File: src/design/srsw_pkg.sv
`timescale 1ns / 1ps

package srsw_pkg;

    // Fixed field widths
    localparam int CMD_W    = 2;
    localparam int SEQ_IO_W = 3;
    localparam int PAY_W    = 64;
    localparam int ACT_W    = 3;
    localparam int CFG_W    = 3;

    // Stream data widths (byte padded)
    localparam int S_TDATA_W = 72;
    localparam int M_TDATA_W = 72;

    // Command codes
    localparam logic [CMD_W-1:0] CMD_SEND    = 2'd0;
    localparam logic [CMD_W-1:0] CMD_ACK     = 2'd1;
    localparam logic [CMD_W-1:0] CMD_TIMEOUT = 2'd2;

    // Action codes
    localparam logic [ACT_W-1:0] ACT_REFUSED = 3'd0;
    localparam logic [ACT_W-1:0] ACT_SENT    = 3'd1;
    localparam logic [ACT_W-1:0] ACT_ACKED   = 3'd2;
    localparam logic [ACT_W-1:0] ACT_DROPPED = 3'd3;
    localparam logic [ACT_W-1:0] ACT_UNOCC   = 3'd4;
    localparam logic [ACT_W-1:0] ACT_RESEND  = 3'd5;

    // Reset value of the window size register
    localparam logic [CFG_W-1:0] WINDOW_RESET = 3'd4;

    typedef logic [PAY_W-1:0] payload_t;

endpackage

File: src/design/selective_repeat_sender_window_core.sv
`timescale 1ns / 1ps

// Channel   Dir  Signals                  Contents (lowest bit up)
// s_axis    in   s_tvalid/s_tready        s_tuser: command[1:0]
//                s_tdata[71:0]            seq_number, checksum_ok, payload, pad
// m_axis    out  m_tvalid/m_tready        m_tuser: action[2:0]
//                m_tdata[71:0]            out_seq, out_payload, window_full,
//                                         window_base, pad
// cfg       in   cfg_we/cfg_wdata[2:0]    window_size, written on cfg_we
//
// Steps: a send, timeout or plain ack runs accept, check, result; an ack for
// the base adds a slide step between check and result that moves the base
// over acked slots. All window tests go through one distance/compare unit.
// Reset: async active low; base and next free at 1, slot flags cleared, window
// size 4. Payload RAM is not cleared.
// Stalls: input is taken only while the sequencer is idle; a finished result
// waits in the output register and the next result waits in the last step
// until the output register frees up.
module selective_repeat_sender_window_core #(
    parameter int SEQ_BITS = 3
) (
    input  logic                            clk,
    input  logic                            rst_n,
    // config
    input  logic                            cfg_we,
    input  logic [srsw_pkg::CFG_W-1:0]      cfg_wdata,    // window_size
    // input stream
    input  logic                            s_tvalid,
    output logic                            s_tready,
    input  logic [srsw_pkg::S_TDATA_W-1:0]  s_tdata,      // seq_number, checksum_ok, payload
    input  logic [srsw_pkg::CMD_W-1:0]      s_tuser,      // command
    // output stream
    output logic                            m_tvalid,
    input  logic                            m_tready,
    output logic [srsw_pkg::M_TDATA_W-1:0]  m_tdata,      // out_seq, out_payload, window_full, window_base
    output logic [srsw_pkg::ACT_W-1:0]      m_tuser       // action
);

    import srsw_pkg::*;

    localparam int SEQ_SPACE = 1 << SEQ_BITS;

    localparam logic [1:0] ST_IDLE  = 2'd0;
    localparam logic [1:0] ST_CHECK = 2'd1;
    localparam logic [1:0] ST_SLIDE = 2'd2;
    localparam logic [1:0] ST_FINAL = 2'd3;

    // Control state
    logic [1:0]           state_reg, state_next;
    logic [CFG_W-1:0]     window_reg;
    logic [SEQ_BITS-1:0]  base_reg, base_next;
    logic [SEQ_BITS-1:0]  nfree_reg, nfree_next;
    logic [SEQ_SPACE-1:0] occ_reg, occ_next;
    logic [SEQ_SPACE-1:0] ack_reg, ack_next;
    logic [CMD_W-1:0]     cmd_reg, cmd_next;
    logic [ACT_W-1:0]     act_reg, act_next;
    logic                 ck_reg, ck_next;
    logic                 out_valid_reg, out_valid_next;

    // Working data
    logic [SEQ_BITS-1:0]  seq_reg, seq_next;
    logic [SEQ_BITS-1:0]  oseq_reg, oseq_next;
    payload_t             pay_reg, pay_next;

    // Output register
    logic [ACT_W-1:0]     out_act_reg, out_act_next;
    logic [SEQ_IO_W-1:0]  out_seq_reg, out_seq_next;
    payload_t             out_pay_reg, out_pay_next;
    logic                 out_full_reg, out_full_next;
    logic [SEQ_IO_W-1:0]  out_base_reg, out_base_next;

    // Shared unit and RAM hookup
    logic [SEQ_BITS-1:0]  dist_op;
    logic                 in_window;
    logic                 ram_we;
    logic                 ram_re;
    payload_t             ram_rdata;

    srsw_dist_unit #(
        .SEQ_BITS (SEQ_BITS)
    ) u_dist (
        .operand     (dist_op),
        .base        (base_reg),
        .window_size (window_reg),
        .in_window   (in_window)
    );

    srsw_ram #(
        .WIDTH (PAY_W),
        .DEPTH (SEQ_SPACE)
    ) u_payload_ram (
        .clk   (clk),
        .we    (ram_we),
        .waddr (nfree_reg),
        .wdata (pay_reg),
        .re    (ram_re),
        .raddr (seq_reg),
        .rdata (ram_rdata)
    );

    assign s_tready = (state_reg == ST_IDLE);
    assign m_tvalid = out_valid_reg;
    assign m_tuser  = out_act_reg;
    assign m_tdata  = {1'b0, out_base_reg, out_full_reg, out_pay_reg, out_seq_reg};

    always_comb
    begin
        state_next     = state_reg;
        base_next      = base_reg;
        nfree_next     = nfree_reg;
        occ_next       = occ_reg;
        ack_next       = ack_reg;
        cmd_next       = cmd_reg;
        act_next       = act_reg;
        ck_next        = ck_reg;
        seq_next       = seq_reg;
        oseq_next      = oseq_reg;
        pay_next       = pay_reg;
        out_act_next   = out_act_reg;
        out_seq_next   = out_seq_reg;
        out_pay_next   = out_pay_reg;
        out_full_next  = out_full_reg;
        out_base_next  = out_base_reg;
        out_valid_next = out_valid_reg & ~m_tready;
        dist_op        = nfree_reg;
        ram_we         = 1'b0;
        ram_re         = 1'b0;

        case (state_reg)
            ST_IDLE:
            begin
                if (s_tvalid)
                begin
                    cmd_next   = s_tuser;
                    seq_next   = SEQ_BITS'(s_tdata[2:0]);
                    ck_next    = s_tdata[3];
                    pay_next   = s_tdata[67:4];
                    state_next = ST_CHECK;
                end
            end

            ST_CHECK:
            begin
                dist_op    = (cmd_reg == CMD_SEND) ? nfree_reg : seq_reg;
                oseq_next  = seq_reg;
                state_next = ST_FINAL;
                case (cmd_reg)
                    CMD_SEND:
                    begin
                        oseq_next = nfree_reg;
                        if (!in_window)
                        begin
                            act_next = ACT_REFUSED;
                        end
                        else
                        begin
                            ram_we              = 1'b1;
                            occ_next[nfree_reg] = 1'b1;
                            ack_next[nfree_reg] = 1'b0;
                            act_next            = ACT_SENT;
                            nfree_next          = nfree_reg + SEQ_BITS'(1);
                        end
                    end
                    CMD_ACK:
                    begin
                        if (!ck_reg || !in_window)
                        begin
                            act_next = ACT_DROPPED;
                        end
                        else if (!occ_reg[seq_reg])
                        begin
                            act_next = ACT_UNOCC;
                        end
                        else
                        begin
                            ack_next[seq_reg] = 1'b1;
                            act_next          = ACT_ACKED;
                            if (seq_reg == base_reg)
                            begin
                                state_next = ST_SLIDE;
                            end
                        end
                    end
                    CMD_TIMEOUT:
                    begin
                        ram_re   = 1'b1;
                        act_next = ACT_RESEND;
                    end
                    default:
                    begin
                        state_next = ST_IDLE;    // unknown command: no result
                    end
                endcase
            end

            ST_SLIDE:
            begin
                // one slot per cycle; stops at a gap or at next free
                if ((base_reg != nfree_reg) && ack_reg[base_reg])
                begin
                    occ_next[base_reg] = 1'b0;
                    ack_next[base_reg] = 1'b0;
                    base_next          = base_reg + SEQ_BITS'(1);
                end
                else
                begin
                    state_next = ST_FINAL;
                end
            end

            ST_FINAL:
            begin
                dist_op = nfree_reg;
                if (!out_valid_reg || m_tready)
                begin
                    out_valid_next = 1'b1;
                    out_act_next   = act_reg;
                    out_seq_next   = SEQ_IO_W'(oseq_reg);
                    out_full_next  = ~in_window;
                    out_base_next  = SEQ_IO_W'(base_reg);
                    case (act_reg)
                        ACT_SENT:   out_pay_next = pay_reg;
                        ACT_RESEND: out_pay_next = ram_rdata;
                        default:    out_pay_next = '0;
                    endcase
                    state_next = ST_IDLE;
                end
            end

            default:
            begin
                state_next = ST_IDLE;
            end
        endcase
    end

    always_ff @(posedge clk or negedge rst_n)
    begin
        if (!rst_n)
        begin
            state_reg     <= ST_IDLE;
            window_reg    <= WINDOW_RESET;
            base_reg      <= SEQ_BITS'(1);
            nfree_reg     <= SEQ_BITS'(1);
            occ_reg       <= '0;
            ack_reg       <= '0;
            cmd_reg       <= CMD_SEND;
            act_reg       <= ACT_REFUSED;
            ck_reg        <= 1'b0;
            out_valid_reg <= 1'b0;
        end
        else
        begin
            state_reg     <= state_next;
            base_reg      <= base_next;
            nfree_reg     <= nfree_next;
            occ_reg       <= occ_next;
            ack_reg       <= ack_next;
            cmd_reg       <= cmd_next;
            act_reg       <= act_next;
            ck_reg        <= ck_next;
            out_valid_reg <= out_valid_next;
            if (cfg_we)
            begin
                window_reg <= cfg_wdata;
            end
        end
    end

    always_ff @(posedge clk)
    begin
        seq_reg      <= seq_next;
        oseq_reg     <= oseq_next;
        pay_reg      <= pay_next;
        out_act_reg  <= out_act_next;
        out_seq_reg  <= out_seq_next;
        out_pay_reg  <= out_pay_next;
        out_full_reg <= out_full_next;
        out_base_reg <= out_base_next;
    end

    // An acked slot is always occupied.
    assert property (@(posedge clk) disable iff (!rst_n)
        (ack_reg & ~occ_reg) == '0)
    else $error("acked slot not occupied");

    // Slots between base and next free are in flight, so the base slot is occupied.
    assert property (@(posedge clk) disable iff (!rst_n)
        (state_reg == ST_IDLE) && (base_reg != nfree_reg) |-> occ_reg[base_reg])
    else $error("base slot free while window not empty");

    // The next free slot never holds an outstanding transaction.
    assert property (@(posedge clk) disable iff (!rst_n)
        (state_reg == ST_IDLE) |-> !occ_reg[nfree_reg])
    else $error("next free slot is occupied");

    // A new result appears only out of the final step.
    assert property (@(posedge clk) disable iff (!rst_n)
        $rose(out_valid_reg) |-> $past(state_reg) == ST_FINAL)
    else $error("result loaded outside final step");

endmodule

File: src/design/srsw_ram.sv
`timescale 1ns / 1ps

module srsw_ram #(
    parameter int WIDTH = 64,
    parameter int DEPTH = 8
) (
    input  logic                     clk,
    input  logic                     we,
    input  logic [$clog2(DEPTH)-1:0] waddr,
    input  logic [WIDTH-1:0]         wdata,
    input  logic                     re,
    input  logic [$clog2(DEPTH)-1:0] raddr,
    output logic [WIDTH-1:0]         rdata
);

    logic [WIDTH-1:0] mem [DEPTH];

    always_ff @(posedge clk)
    begin
        if (we)
        begin
            mem[waddr] <= wdata;
        end
        if (re)
        begin
            rdata <= mem[raddr];
        end
    end

endmodule

File: src/design/srsw_dist_unit.sv
`timescale 1ns / 1ps

// Shared window test: distance of a sequence number from the base,
// compared against the saturated window size.
module srsw_dist_unit #(
    parameter int SEQ_BITS = 3
) (
    input  logic [SEQ_BITS-1:0]       operand,
    input  logic [SEQ_BITS-1:0]       base,
    input  logic [srsw_pkg::CFG_W-1:0] window_size,
    output logic                      in_window
);

    import srsw_pkg::*;

    localparam int CW = (SEQ_BITS > CFG_W) ? SEQ_BITS : CFG_W;

    logic [CW-1:0]       half;
    logic [CW-1:0]       win;
    logic [CW-1:0]       eff;
    logic [SEQ_BITS-1:0] diff;
    logic [CW-1:0]       offset;

    always_comb
    begin
        half = CW'(1) << (SEQ_BITS - 1);
        win  = CW'(window_size);
        if (win == '0)
        begin
            eff = CW'(1);
        end
        else if (win > half)
        begin
            eff = half;
        end
        else
        begin
            eff = win;
        end
        diff      = operand - base;     // wraps modulo the sequence space
        offset    = CW'(diff);
        in_window = (offset < eff);
    end

endmodule
File: config.mk
export PLATFORM = sky130hd
export DESIGN_NAME = selective_repeat_sender_window_core
export DESIGN_NICKNAME = d
export VERILOG_FILES = /design/src/design/srsw_pkg.sv /design/src/design/selective_repeat_sender_window_core.sv /design/src/design/srsw_ram.sv /design/src/design/srsw_dist_unit.sv
export SDC_FILE = /design/constraint.sdc
export NUM_CORES = 1
export LEC_CHECK = 0
export CORE_ASPECT_RATIO = 0.8
export CORE_UTILIZATION = 45
export DETAILED_ROUTE_END_ITERATION = 10
export DONT_BUFFER_PORTS = 1
export GPL_TIMING_DRIVEN = 0
export SLEW_MARGIN = 30
export SYNTH_ARGS = -nofsm -noshare
export SYNTH_HDL_FRONTEND = slang
export SYNTH_SLANG_ARGS = --single-unit
File: constraint.sdc
create_clock -name clk -period 10.55 [get_ports clk]
set_input_delay 3.165 -clock clk [delete_from_list [all_inputs] [get_ports clk]]
set_output_delay 3.165 -clock clk [all_outputs]
set_load 0.02 [all_outputs]
After elaboration in Yosys (flattened, before gate mapping)
Memory sizes are Yosys's and may differ from the RTL's. A register that Yosys moved wholly into a read port is not among the register bits. Cells that the tools add are included.

Memory bits (writable): 512. Word-level logic and storage cells: 128. Memories kept: 1. Register bits after elaboration: 178.

Bitwise gates (word level): 10. Order comparisons: 8. Equality and inequality tests: 19. Add/subtract/negate cells: 3. Multiplexer cells: 46. Reductions and logical operators: 23.

Memories: u_payload_ram.mem (depth 8, width 64, read ports 1, clocked after Yosys merged registers in 1, write ports 1, RTL line srsw_ram.sv:16) `logic [WIDTH-1:0] mem [DEPTH];`.

Operators by type and width (count): one-hot mux 64 bit (2 select lines) (1); two-way mux 8 bit (7); one-hot mux 8 bit (2 select lines) (3); bitwise AND 8 bit (3); two-way mux 1 bit (18); two-way mux 3 bit (6); NOT 8 bit (2); OR 8 bit (2); < comparator 3 x 4 -> 1 bit, second input constant (3); inequality test 2 bit, second input constant (6); inequality test 3 bit, second input constant (4); demux 1 bit (select 3 bit) (3); >= comparator 3 x 1 -> 1 bit, second input constant (3); one-hot mux 3 bit (3 select lines) (1); one-hot mux 2 bit (4 select lines) (1); AND reduction 2 bit (4); adder 3 x 1 -> 3 bit, second input constant (2); binary-select mux 1 bit (select 3 bit) (2); == test 2 bit, second input constant (3); two-way mux 2 bit (3); AND reduction 3 bit (2); AND reduction 6 bit (1); == test 2 x 1 -> 1 bit, second input constant (2); logical AND 1 bit (4); 18 further kinds (23).

Longest topological paths before layout
Gate-level depths: netlist of the first run.

Depth in word-level cells: 10. Depth in mapped cells: 16.

By module
Synthesis of the first run repeated with hierarchy kept, for this count alone.

Cells, all modules: 1303. Area total of the unflattened synthesis: 28617.4 µm².

By module, submodules not included: srsw_ram (instances 1, cells an instance 816, seq. area each 17296.6 µm², area an instance 21187.8 µm²); selective_repeat_sender_window_core (instances 1, cells an instance 472, seq. area each 5178.7 µm², area an instance 7310.8 µm²); srsw_dist_unit (instances 1, cells an instance 15, seq. area each 0.0 µm², area an instance 118.9 µm²).

Worst setup path after synthesis of the first run
Ideal clock, no wire load.

Path type: input-to-reg. Start point: in s_tvalid. End point: reg ck_reg. Path slack: 1.736 ns. Required time: 10.461 ns. Buffers on the path: 0. Stages on the path: 3. Library setup time: 0.089 ns. Data arrival time: 8.725 ns. Cells stage by stage: inv_1 nor3_1 mux2_2.

Word-level cells in the longest chain between the ends: 1.

RTL lines: start, declared (RTL line selective_repeat_sender_window_core.sv:28) `input logic s_tvalid,`; AND reduction 2 bit (no source line); end signal, assigned (RTL line selective_repeat_sender_window_core.sv:261) `ck_reg <= ck_next;`; end, declared (RTL line selective_repeat_sender_window_core.sv:57) `logic ck_reg, ck_next;`.

Every way passes these cells. A chain may end at the register's enable or synchronous reset.

Worst setup path after layout of the first run
Start point: reg cmd_reg[0]. End point: mem u_payload_ram.mem[0][48], enable pin.

Word-level cells in the longest chain between the ends: 10.

RTL lines: start, declared (RTL line selective_repeat_sender_window_core.sv:55) `logic [CMD_W-1:0] cmd_reg, cmd_next;`; start signal, assigned (RTL line selective_repeat_sender_window_core.sv:259) `cmd_reg <= cmd_next;`; logical NOT 2 bit (*) (RTL line selective_repeat_sender_window_core.sv:144, selective_repeat_sender_window_core.sv:147); two-way mux 3 bit (RTL line selective_repeat_sender_window_core.sv:144) `dist_op = (cmd_reg == CMD_SEND) ? nfree_reg : seq_reg;`; two-way mux 3 bit (RTL line selective_repeat_sender_window_core.sv:129) `case (state_reg)`; subtractor 3 bit (RTL line srsw_dist_unit.sv:40) `diff = operand - base;`; < comparator 3 bit (RTL line srsw_dist_unit.sv:42) `in_window = (offset < eff);`; two-way mux 1 bit (RTL line selective_repeat_sender_window_core.sv:151) `if (!in_window)`; two-way mux 1 bit (*) (RTL line selective_repeat_sender_window_core.sv:147) `case (cmd_reg)`; two-way mux 1 bit (*) (RTL line selective_repeat_sender_window_core.sv:129); two-way mux 1 bit (*) (RTL line srsw_ram.sv:20) `if (we)`; two-way mux 1 bit (not written as such) (*) (RTL line srsw_ram.sv:22) `mem[waddr] <= wdata;`; end, declared (RTL line srsw_ram.sv:16).

Mark *: on every way between the ends. The rest lies on a longest branch, timed or not.

==> flow_metrics.env, run 1 <==
export IMPL_run_status="completed"
export IMPL_die_width_um=277
export IMPL_reg2regPathDepth=19
export IMPL_clk_pin_slew_ns=0.06
export IMPL_synth_top_flop_cell="sky130_fd_sc_hd__edfxtp_1"
export IMPL_rsz0062_at_grt="no"
export IMPL_power_density_cell_area_mw_per_mm2=263
export IMPL_synth_async_sr_flop_share=0.0451
export IMPL_pin_count_of_the_biggest_net_entering_global_routing=35
export IMPL_number_of_max_cap_violations=0
export IMPL_cts_max_path_buffers=3
export IMPL_std_cell_rows=80
export IMPL_drt_first_pass_iters=6
export IMPL_antenna_violations_before_repair=0
export IMPL_grt_overflow_total=0
export IMPL_commonest_cells_after_routing_fill_and_taps_aside="sky130_fd_sc_hd__edfxtp_1, sky130_fd_sc_hd__a22oi_1, sky130_fd_sc_hd__clkbuf_16"
export IMPL_clock_tree_htree_level_count=3
export IMPL_achievable_frequency_ghz=0.182
export IMPL_detail_route_vias_per_cell=6.12
export IMPL_cts_tree="yes"
export IMPL_worst_slew_margin_rel=0.277
export IMPL_final_nets=1672
export IMPL_vias=14800
export IMPL_synthToLayoutAreaGrowth_pct=16.1
export IMPL_clock_skew_ns=0.0232
export IMPL_die_area_mm2=0.0614
export IMPL_critical_path_reg2reg_startpoint="cmd_reg[0]"
export IMPL_worst_reg2reg_endpoint="u_payload_ram.mem[0][48]"
export IMPL_leakage_nw=10.1
export IMPL_yosysWarnings=0
export IMPL_io_pins=159
export IMPL_port_buffers=0
export IMPL_synth_enable_flop_cells=720
export IMPL_path_max_fanout=9
export IMPL_synth_sequential_area_ratio=0.826
export IMPL_synth_cells=1442
export IMPL_floorplan_core_area_mm2=0.0597
export IMPL_max_flop_register="u_payload_ram.mem"
export IMPL_synth_top_cells_by_area="sky130_fd_sc_hd__edfxtp_1, sky130_fd_sc_hd__a22oi_1, sky130_fd_sc_hd__dfrtp_1"
export IMPL_vias_in_the_first_global_route=14700
export IMPL_holdBufCountCts=0
export IMPL_layout_core_utilization=0.529
export IMPL_synth_cell_area_mm2=0.0272
export IMPL_ys_seq_elements=754
export IMPL_synth_area_per_cell_um2=18.9
export IMPL_first_iter_violations=1951
export IMPL_synth_top_area_cell="sky130_fd_sc_hd__edfxtp_1"
export IMPL_place_congestion=0.886
export IMPL_drc=0
export IMPL_routed_wl_um=73000
export IMPL_multi_input_comb_area_mm2=0.00435
export IMPL_hold_path_class="register to register"
export IMPL_final_hold_worst_slack_ns=0.425
export IMPL_hpwlAfterDp_um=46100
export IMPL_clock_root_buffer="sky130_fd_sc_hd__clkbuf_16"
export IMPL_whs_path_depth=0
export IMPL_signal_arrival_time_at_the_worst_endpoint_ns=5.81
export IMPL_die_y_um=222
export IMPL_yosysUniqueCellTypes=57
export IMPL_wire_per_inst_um=30.2
export IMPL_timing_final_max_slew_violations=0
export IMPL_syn_num_nets=1534
export IMPL_largest_register_ffs=512
export IMPL_synth_top_cell_area_share=0.795
export IMPL_worst_pin_slew_ns=1.09
export IMPL_starting_utilization_of_the_core_area=0.456
export IMPL_timing_final_setup_violations=0
export IMPL_mostFrequentLayoutCell="sky130_fd_sc_hd__edfxtp_1"
export IMPL_worstHoldEndpoint="out_seq_reg[2]"
export IMPL_critical_path_required_ns=10.87
export IMPL_global_route_wire_length_before_repair_um=104000
export IMPL_post_cts_setup_buffer_count=0
export IMPL_post_cts_resize_count=0
export IMPL_finalHoldViolCount=0
export IMPL_period_needed_ns=5.50
export IMPL_final_fill_count=4685
export IMPL_ff2ff_setup_slack_ns=5.05
export IMPL_clock_latency_ns=0.62
export IMPL_post_route_period_util=0.521
export IMPL_hold_path_startpoint="oseq_reg[2]"
export IMPL_drtAntennaViolNets=0
export IMPL_vdd_ir_drop_max_uv=169
export IMPL_final_setup_tns_ns=0
export IMPL_cts_sink_count=754
export IMPL_layout_area_seq_mm2=0.0225
export IMPL_capturing_element_type_of_the_critical_path="register"
export IMPL_cts_made_buffers=74
export IMPL_groute_usage_overall=0.237
export IMPL_critical_path_startpoint_category="register"
export IMPL_setup_worst_path_class="register to register"
export IMPL_share_of_cells_above_drive_strength_1=0.132
where the power goes:
part | total [mW] | leakage, nW | switching [mW] | internal [mW]
logic | 1.47 | 2.01 | 0.986 | 0.483
registers | 4.17 | 6.95 | 0.342 | 3.83
clock network | 2.65 | 1.17 | 1.09 | 1.56
total | 8.29 | 10.1 | 2.42 | 5.87
metrics by stage:
step | std cells | area, um^2 | total power, mW | setup slack (ns)
final | 2414 | 31600 | 8.29 | 5.05
after global placement | 2221 | 28200 | 5.62 | -2.52
after CTS | 2413 | 31600 | 8.32 | 5.13
after floorplan | 1442 | 27200 | 5.03 | 1.74
after global routing | 2413 | 31600 | 8.56 | 4.78
after detailed placement | 2283 | 29200 | 5.69 | 5.17
cell usage after synthesis (3+ instances only):
| cell type | instances |
|---|---|
| sky130_fd_sc_hd__mux2_2 | 7 |
| sky130_fd_sc_hd__nor4_1 | 4 |
| sky130_fd_sc_hd__a311o_1 | 3 |
| sky130_fd_sc_hd__a221o_1 | 3 |
| sky130_fd_sc_hd__and3_1 | 5 |
| sky130_fd_sc_hd__mux2i_1 | 5 |
| sky130_fd_sc_hd__nor3_1 | 7 |
| sky130_fd_sc_hd__a22o_1 | 64 |
| sky130_fd_sc_hd__a22oi_1 | 257 |
| sky130_fd_sc_hd__nand2b_1 | 6 |
| sky130_fd_sc_hd__nand2_1 | 37 |
| sky130_fd_sc_hd__buf_1 | 20 |
| sky130_fd_sc_hd__nand4_1 | 66 |
| sky130_fd_sc_hd__xnor2_1 | 10 |
| sky130_fd_sc_hd__nor3b_1 | 4 |
| sky130_fd_sc_hd__nor2_1 | 17 |
| sky130_fd_sc_hd__o21ai_0 | 6 |
| sky130_fd_sc_hd__dfrtp_1 | 31 |
| sky130_fd_sc_hd__a21o_1 | 3 |
| sky130_fd_sc_hd__nor2b_1 | 7 |
| sky130_fd_sc_hd__a21oi_1 | 9 |
| sky130_fd_sc_hd__buf_4 | 3 |
| sky130_fd_sc_hd__o311ai_0 | 4 |
| sky130_fd_sc_hd__ha_1 | 9 |
| sky130_fd_sc_hd__edfxtp_1 | 720 |
| sky130_fd_sc_hd__buf_2 | 11 |
| sky130_fd_sc_hd__dfstp_2 | 3 |
| sky130_fd_sc_hd__a21boi_0 | 3 |
| sky130_fd_sc_hd__o22ai_1 | 5 |
| sky130_fd_sc_hd__nand3_1 | 12 |
| sky130_fd_sc_hd__inv_1 | 16 |
| sky130_fd_sc_hd__clkbuf_1 | 53 |
layer usage:
metal | GRT usage | share of wire | vias to the layer above
li1 | - | - | 6273
met1 | 0.341 | 0.43 | 7658
met2 | 0.369 | 0.46 | 740
met3 | 0.0477 | 0.085 | 109
met4 | 0.0642 | 0.022 | 0
met5 | 0 | 0 | -
worst max-delay path, cell delays in order (launching register included):
cell and delay [ns]:
sky130_fd_sc_hd__dfrtp_1 0.40, sky130_fd_sc_hd__inv_1 0.11, sky130_fd_sc_hd__ha_1 0.15, sky130_fd_sc_hd__buf_2 0.22, sky130_fd_sc_hd__mux2_2 0.40, sky130_fd_sc_hd__a21oi_1 0.14, sky130_fd_sc_hd__ha_1 0.16, sky130_fd_sc_hd__inv_1 0.05
sky130_fd_sc_hd__fa_1 0.40, sky130_fd_sc_hd__xnor2_1 0.15, sky130_fd_sc_hd__xnor2_1 0.15, sky130_fd_sc_hd__ha_1 0.32, sky130_fd_sc_hd__a21o_1 0.21, sky130_fd_sc_hd__nor3_1 0.47, sky130_fd_sc_hd__nand2_1 0.46, sky130_fd_sc_hd__nor3_2 0.64
sky130_fd_sc_hd__buf_6 0.23, sky130_fd_sc_hd__buf_4 0.19, sky130_fd_sc_hd__buf_6 0.16, sky130_fd_sc_hd__buf_4 0.18
worst max-delay path by stage:
stage                from                        to  slack, ns  cells past startpoint
6_report       cmd_reg[0]  u_payload_ram.mem[0][48]       5.05                     19
5_1_grt        cmd_reg[0]  u_payload_ram.mem[0][48]       4.78                     19
4_1_cts        cmd_reg[0]  u_payload_ram.mem[0][48]       5.13                     19
3_5_place_dp   cmd_reg[0]  u_payload_ram.mem[0][48]       5.17                     19
3_3_place_gp   cmd_reg[0]  u_payload_ram.mem[0][45]      -2.52                     15
2_1_floorplan    s_tvalid                    ck_reg       1.74                      3
cell type report:
| cell class | count | share of cell area |
|---|---|---|
| diodes | 1 | 0.0000793 |
| plain buffers | 88 | 0.0121 |
| clock buffers | 98 | 0.0638 |
| clock inverters | 32 | 0.0120 |
| inverters | 17 | 0.00202 |
| multi-input cells | 583 | 0.138 |
| flip-flops and latches | 754 | 0.712 |
| well taps | 779 | 0.0309 |
| repair buffers | 62 | 0.0294 |
cells by family after synthesis:
logic type	synth area share
compound gates	0.107
flops	0.826
fa+ha+maj	0.00488
buf+inv	0.0157
mux	0.00750
simple gates	0.0350
other cells	0.000138
xor+xnor	0.00354
(Power assumes the default switching activity.)
==> run 2: changes to the inputs <==
==> constraint.sdc (replaced) <==
create_clock -name clk -period 5.2 [get_ports clk]
set_input_delay 1.56 -clock clk [delete_from_list [all_inputs] [get_ports clk]]
set_output_delay 1.56 -clock clk [all_outputs]
set_load 0.02 [all_outputs]
==> run 2 against run 1 <==
  * Final cell count decreased by 0.17%
  * Via count about the same
  * Total power increased by 100%
==> flow_metrics.env, run 2 (synthesis gave the netlist of run 1 again) <==
export IMPL_run_status="completed"
export IMPL_dpl_instance_area_mm2=0.0292
export IMPL_global_route_wire_length_before_repair_um=102000
export IMPL_reg2regPathDepth=19
export IMPL_critical_path_startpoint_category="register"
export IMPL_hold_path_class="register to register"
export IMPL_worst_reg2reg_endpoint="u_payload_ram.mem[2][19]"
export IMPL_die_y_um=222
export IMPL_clock_tree_htree_level_count=3
export IMPL_capturing_element_type_of_the_critical_path="register"
export IMPL_path_max_fanout=15
export IMPL_clk_pin_slew_ns=0.06
export IMPL_finalHoldViolCount=0
export IMPL_starting_utilization_of_the_core_area=0.456
export IMPL_drt_first_pass_iters=5
export IMPL_critical_path_slowest_cell="sky130_fd_sc_hd__nor3_1"
export IMPL_antenna_violations_before_repair=0
export IMPL_achievable_frequency_ghz=0.202
export IMPL_timing_final_max_slew_violations=0
export IMPL_worstHoldEndpoint="out_seq_reg[0]"
export IMPL_cts_sink_count=754
export IMPL_setup_worst_path_class="register to register"
export IMPL_final_hold_worst_slack_ns=0.442
export IMPL_timing_final_setup_violations=0
export IMPL_critical_path_required_ns=5.52
export IMPL_die_width_um=277
export IMPL_ff2ff_setup_slack_ns=0.24
export IMPL_detail_route_vias_per_cell=6.14
export IMPL_commonest_cells_after_routing_fill_and_taps_aside="sky130_fd_sc_hd__edfxtp_1, sky130_fd_sc_hd__a22oi_1, sky130_fd_sc_hd__clkbuf_16"
export IMPL_hold_path_startpoint="oseq_reg[0]"
export IMPL_grt_overflow_total=0
export IMPL_io_pins=159
export IMPL_worst_pin_slew_ns=1.06
export IMPL_power_density_cell_area_mw_per_mm2=529
export IMPL_number_of_max_cap_violations=0
export IMPL_max_flop_register="u_payload_ram.mem"
export IMPL_vdd_ir_drop_max_uv=334
export IMPL_cts_tree="yes"
export IMPL_cts_made_buffers=74
export IMPL_synthToLayoutAreaGrowth_pct=16.2
export IMPL_pin_count_of_the_biggest_net_entering_global_routing=35
export IMPL_floorplan_core_area_mm2=0.0597
export IMPL_clock_skew_ns=0.0417
export IMPL_post_route_period_util=0.954
export IMPL_critical_path_reg2reg_startpoint="cmd_reg[0]"
export IMPL_highest_cell_delay_on_the_worst_timing_path_ns=0.47
export IMPL_port_buffers=0
export IMPL_drtAntennaViolNets=0
export IMPL_vias_in_the_first_global_route=14500
export IMPL_signal_arrival_time_at_the_worst_endpoint_ns=5.28
export IMPL_groute_usage_overall=0.234
export IMPL_clock_latency_ns=0.64
export IMPL_die_area_mm2=0.0614
export IMPL_clock_root_buffer="sky130_fd_sc_hd__clkbuf_16"
export IMPL_final_nets=1672
export IMPL_drc=0
export IMPL_mostFrequentLayoutCell="sky130_fd_sc_hd__edfxtp_1"
export IMPL_wire_per_inst_um=30.0
export IMPL_routed_wl_um=72300
export IMPL_worst_slew_margin_rel=0.296
export IMPL_first_iter_violations=1723
export IMPL_crit_path_cell_trace="inv_1 > ha_1 > buf_2 > mux2_2 > a21oi_1 > ha_1 > inv_1 > fa_1 > xnor2_1 > xnor2_1 > ha_1 > a21o_1 > nor3_1 > nand2_2 > nor2_4 > buf_12 > buf_16 > buf_16 > buf_16"
export IMPL_postLayoutCellArea_mm2=0.0316
export IMPL_period_needed_ns=4.96
export IMPL_cts_max_path_buffers=3
export IMPL_insertedDiodeCount=0
export IMPL_holdBufCountCts=0
export IMPL_std_cell_rows=80
export IMPL_share_of_cells_above_drive_strength_1=0.131
export IMPL_largest_register_ffs=512
export IMPL_whs_path_depth=0
export IMPL_leakage_nw=10.1
export IMPL_place_congestion=0.875
export IMPL_vias=14800
export IMPL_power_mw=16.7
export IMPL_rsz0062_at_grt="no"
export IMPL_hpwlAfterDp_um=45900
-- run 2: cell type report --
class,instances,area (um^2)
fill,4727,28100
inverter,17,63.8
timing repair buffer,62,995
clock inverter,33,347
clock buffer,94,2010
multi-input combinational,583,4360
sequential,754,22500
buffer,88,378
tap,779,975
-- run 2: metal layers --
layer / up-vias / track usage / share of wire
li1: 6268 / - / -
met1: 7711 / 0.336 / 0.43
met2: 719 / 0.377 / 0.48
met3: 90 / 0.0423 / 0.077
met4: 0 / 0.0457 / 0.015
met5: - / 0 / 0
-- run 2: report_power, final --
part           leakage, nW  switching, mW  internal [mW]  total, mW
sequential            6.95          0.699           7.76       8.46
combinational         2.01           2.00          0.978       2.98
clock                 1.14           2.22           3.07       5.29
-- run 2: worst max path at each step --
stage | start | endpoint | depth (start not counted) | slack, ns
after global routing | register | u_payload_ram.mem[2][19] | 18 | 0.005
after CTS | cmd_reg[0] | u_payload_ram.mem[6][41] | 17 | 0.04
after detailed placement | cmd_reg[0] | u_payload_ram.mem[0][8] | 18 | -0.16
final | cmd_reg[0] | u_payload_ram.mem[2][19] | 19 | 0.24
after global placement | cmd_reg[0] | u_payload_ram.mem[4][45] | 15 | -4.66
after floorplan | cmd_reg[0] | u_payload_ram.mem[6][0] | 15 | -1.15
-- run 2: worst max-delay path: cells and delay by family, from the launching register on --
| family | cells | cell delay, ns |
|---|---|---|
| flops | 1 | 0.41 |
| buf+inv | 7 | 1.10 |
| mux | 1 | 0.39 |
| compound gates | 2 | 0.36 |
| fa+ha+maj | 4 | 1.00 |
| simple gates | 3 | 1.00 |
| xor+xnor | 2 | 0.37 |
-- run 2: through the flow --
stage               setup WS (ns)   util  setup TNS [ns]  std cells
detailed placement         -0.162  0.489           -1.78       2276
global route              0.00477  0.530               0       2410
CTS                        0.0395  0.529               0       2404
floorplan                   -1.15      -         -333.61       1442
global placement            -4.66  0.472        -1867.83       2221
finish                      0.238  0.530               0       2410
-- run 2: timing repair --
action | in CTS | in global routing
buffers inserted | 1 | 6
gates resized for setup | 0 | 1
setup endpoints to repair | 11 | 156
pin swaps | 1 | 3
==> run 3: changes to the inputs <==
--- a/config.mk
+++ b/config.mk
@@ -5,7 +5,6 @@
 export SDC_FILE = /design/constraint.sdc
 export NUM_CORES = 1
 export LEC_CHECK = 0
-export CORE_ASPECT_RATIO = 0.8
 export CORE_UTILIZATION = 45
 export DETAILED_ROUTE_END_ITERATION = 10
 export DONT_BUFFER_PORTS = 1
==> run 3 against run 2 <==
  * Die area is essentially flat
  * Register-to-register slack gained 0.12 ns
  * Wire length grew 0.98%
  * Design area grew 0.63%
  * Combinational power is essentially flat
==> flow_metrics.env, run 3 (synthesis gave the netlist of run 1 again) <==
export IMPL_rsz0062_at_grt="no"
export IMPL_synthToLayoutAreaGrowth_pct=16.9
export IMPL_largest_register_ffs=512
export IMPL_worst_slew_margin_rel=0.287
export IMPL_die_width_um=248
export IMPL_signal_arrival_time_at_the_worst_endpoint_ns=5.16
export IMPL_setup_worst_path_class="register to register"
export IMPL_die_area_mm2=0.0614
export IMPL_clock_skew_ns=0.0253
export IMPL_critical_path_required_ns=5.51
export IMPL_routed_wl_um=73000
export IMPL_holdBufCountCts=0
export IMPL_final_hold_worst_slack_ns=0.419
export IMPL_groute_usage_overall=0.241
export IMPL_number_of_max_cap_violations=0
export IMPL_hold_path_class="register to register"
export IMPL_multi_input_comb_area_mm2=0.00436
export IMPL_floorplan_core_area_mm2=0.0594
export IMPL_postLayoutCellArea_mm2=0.0318
export IMPL_dpl_instance_area_mm2=0.0292
export IMPL_clock_power_share=0.330
export IMPL_std_cell_rows=89
export IMPL_antenna_violations_before_repair=1
export IMPL_critical_path_startpoint_category="register"
export IMPL_clock_tree_htree_level_count=3
export IMPL_place_congestion=0.835
export IMPL_commonest_cells_after_routing_fill_and_taps_aside="sky130_fd_sc_hd__edfxtp_1, sky130_fd_sc_hd__a22oi_1, sky130_fd_sc_hd__clkbuf_16"
export IMPL_final_nets=1675
export IMPL_critical_path_slowest_cell="sky130_fd_sc_hd__nor3_1"
export IMPL_period_needed_ns=4.84
export IMPL_max_flop_register="u_payload_ram.mem"
export IMPL_power_net_switching_mw=5.00
export IMPL_post_route_period_util=0.931
export IMPL_run_status="completed"
export IMPL_ff2ff_setup_slack_ns=0.36
export IMPL_cell_count_post_placement=2271
export IMPL_worst_pin_slew_ns=1.07
export IMPL_vdd_ir_drop_max_uv=256
export IMPL_global_route_wire_length_before_repair_um=104000
export IMPL_highest_cell_delay_on_the_worst_timing_path_ns=0.48
export IMPL_share_seq_of_total_power=0.494
export IMPL_detail_route_vias_per_cell=6.14
export IMPL_leakage_nw=10.2
export IMPL_first_iter_violations=1943
export IMPL_cts_sink_count=754
export IMPL_hpwlAfterDp_um=46200
export IMPL_pin_count_of_the_biggest_net_entering_global_routing=35
export IMPL_vias=14800
export IMPL_crit_path_cell_trace="inv_1 > ha_1 > buf_2 > mux2_2 > a21oi_1 > ha_1 > inv_1 > fa_1 > xnor2_1 > xnor2_1 > ha_1 > a21o_1 > nor3_1 > nand2_2 > nor3_4 > buf_8 > buf_8 > buf_8"
export IMPL_cp_startpoint="cmd_reg[0]"
export IMPL_vias_in_the_first_global_route=14600
export IMPL_layout_area_seq_mm2=0.0225
export IMPL_starting_utilization_of_the_core_area=0.458
export IMPL_timing_final_setup_violations=0
export IMPL_clk_pin_slew_ns=0.06
export IMPL_finalHoldViolCount=0
export IMPL_achievable_frequency_ghz=0.207
export IMPL_p_comb_frac=0.176
export IMPL_clock_root_buffer="sky130_fd_sc_hd__clkbuf_16"
export IMPL_grt_overflow_total=0
export IMPL_share_of_cells_above_drive_strength_1=0.138
export IMPL_insertedDiodeCount=0
export IMPL_drt_first_pass_iters=5
export IMPL_cts_max_path_buffers=3
export IMPL_mostFrequentLayoutCell="sky130_fd_sc_hd__edfxtp_1"
export IMPL_layout_core_utilization=0.536
export IMPL_clock_latency_ns=0.62
export IMPL_reg2regPathDepth=18
export IMPL_io_pins=159
export IMPL_wire_per_inst_um=30.3
export IMPL_capturing_element_type_of_the_critical_path="register"
export IMPL_drc=0
export IMPL_switching_share=0.293
export IMPL_worst_reg2reg_endpoint="u_payload_ram.mem[0][9]"
export IMPL_drtAntennaViolNets=0
export IMPL_die_y_um=248
export IMPL_internal_power_mw=12.1
export IMPL_power_density_cell_area_mw_per_mm2=538
export IMPL_timing_final_max_slew_violations=0
export IMPL_timing_critical_path_to="u_payload_ram.mem[0][9]"
export IMPL_cts_tree="yes"
export IMPL_cts_made_buffers=79
export IMPL_port_buffers=0
export IMPL_critical_path_reg2reg_startpoint="cmd_reg[0]"
export IMPL_final_fill_count=4617
export IMPL_final_cells=2412
export IMPL_path_max_fanout=10
==> run 3: cell count changes in the layout (fill, tap and decap cells not counted), sizes merged <==
| cell | previous run | this run |
|---|---|---|
| clkinv | 23 | 30 |
| buf | 97 | 95 |
| clkbuf | 147 | 149 |
| bufinv | 7 | 8 |
| clkinvlp | 3 | 2 |
| inv | 17 | 18 |
==> run 3: power groups by stage <==
stage / logic [mW] / clock network [mW] / registers [mW]
after floorplan: 1.74 / 0 / 8.43
after global placement: 2.72 / 0 / 8.65
after detailed placement: 3.00 / 0 / 8.58
after CTS: 3.03 / 5.71 / 8.46
after global routing: 3.24 / 5.94 / 8.53
final: 3.00 / 5.64 / 8.46
==> run 3: repair_timing <==
item                       CTS  global route
resized for setup            0             1
pin swaps                    2             0
buffers inserted             4             0
setup endpoints to repair   25            50
==> run 3: how the worst min path moves through the flow <==
stage                     start  slack [ns]  depth (start not counted)        endpoint
floorplan           oseq_reg[0]        0.40                          0  out_seq_reg[0]
global placement    oseq_reg[1]        0.41                          0  out_seq_reg[1]
detailed placement  oseq_reg[1]        0.41                          0  out_seq_reg[1]
CTS                 oseq_reg[1]        0.42                          0  out_seq_reg[1]
global route        oseq_reg[1]        0.43                          0  out_seq_reg[1]
finish              oseq_reg[1]        0.42                          0  out_seq_reg[1]
==> run 3: worst max-delay path, delay by kind of cell, from the launching register on <==
| kind | cells | cell delay [ns] |
|---|---|---|
| fa+ha+maj | 4 | 0.99 |
| buf+inv | 6 | 0.91 |
| compound gates | 2 | 0.36 |
| simple gates | 3 | 1.15 |
| flops | 1 | 0.40 |
| mux | 1 | 0.38 |
| xor+xnor | 2 | 0.34 |
==> run 3: layout make-up <==
| type | instances | area share |
|---|---|---|
| buffer | 88 | 0.0120 |
| timing repair buffer | 60 | 0.0310 |
| clock buffer | 96 | 0.0675 |
| sequential | 754 | 0.707 |
| multi-input combinational | 583 | 0.137 |
| inverter | 17 | 0.00201 |
| tap | 773 | 0.0304 |
| clock inverter | 41 | 0.0133 |
==> run 3: per-stage QoR <==
stage	total power [mW]	setup TNS [ns]	worst slack, ns
2_1_floorplan	10.2	-333.61	-1.15
3_3_place_gp	11.4	-1875.96	-4.78
3_5_place_dp	11.6	-1.01	-0.0661
4_1_cts	17.2	0	0.174
5_1_grt	17.7	0	0.0406
6_report	17.1	0	0.359
==> run 3: per-layer routing <==
layer  GRT usage  up-vias  share of wire
li1            -     6283              -
met1       0.333     7675           0.41
met2       0.384      732           0.48
met3      0.0526      124          0.083
met4      0.0727        0          0.026
met5           0        -              0
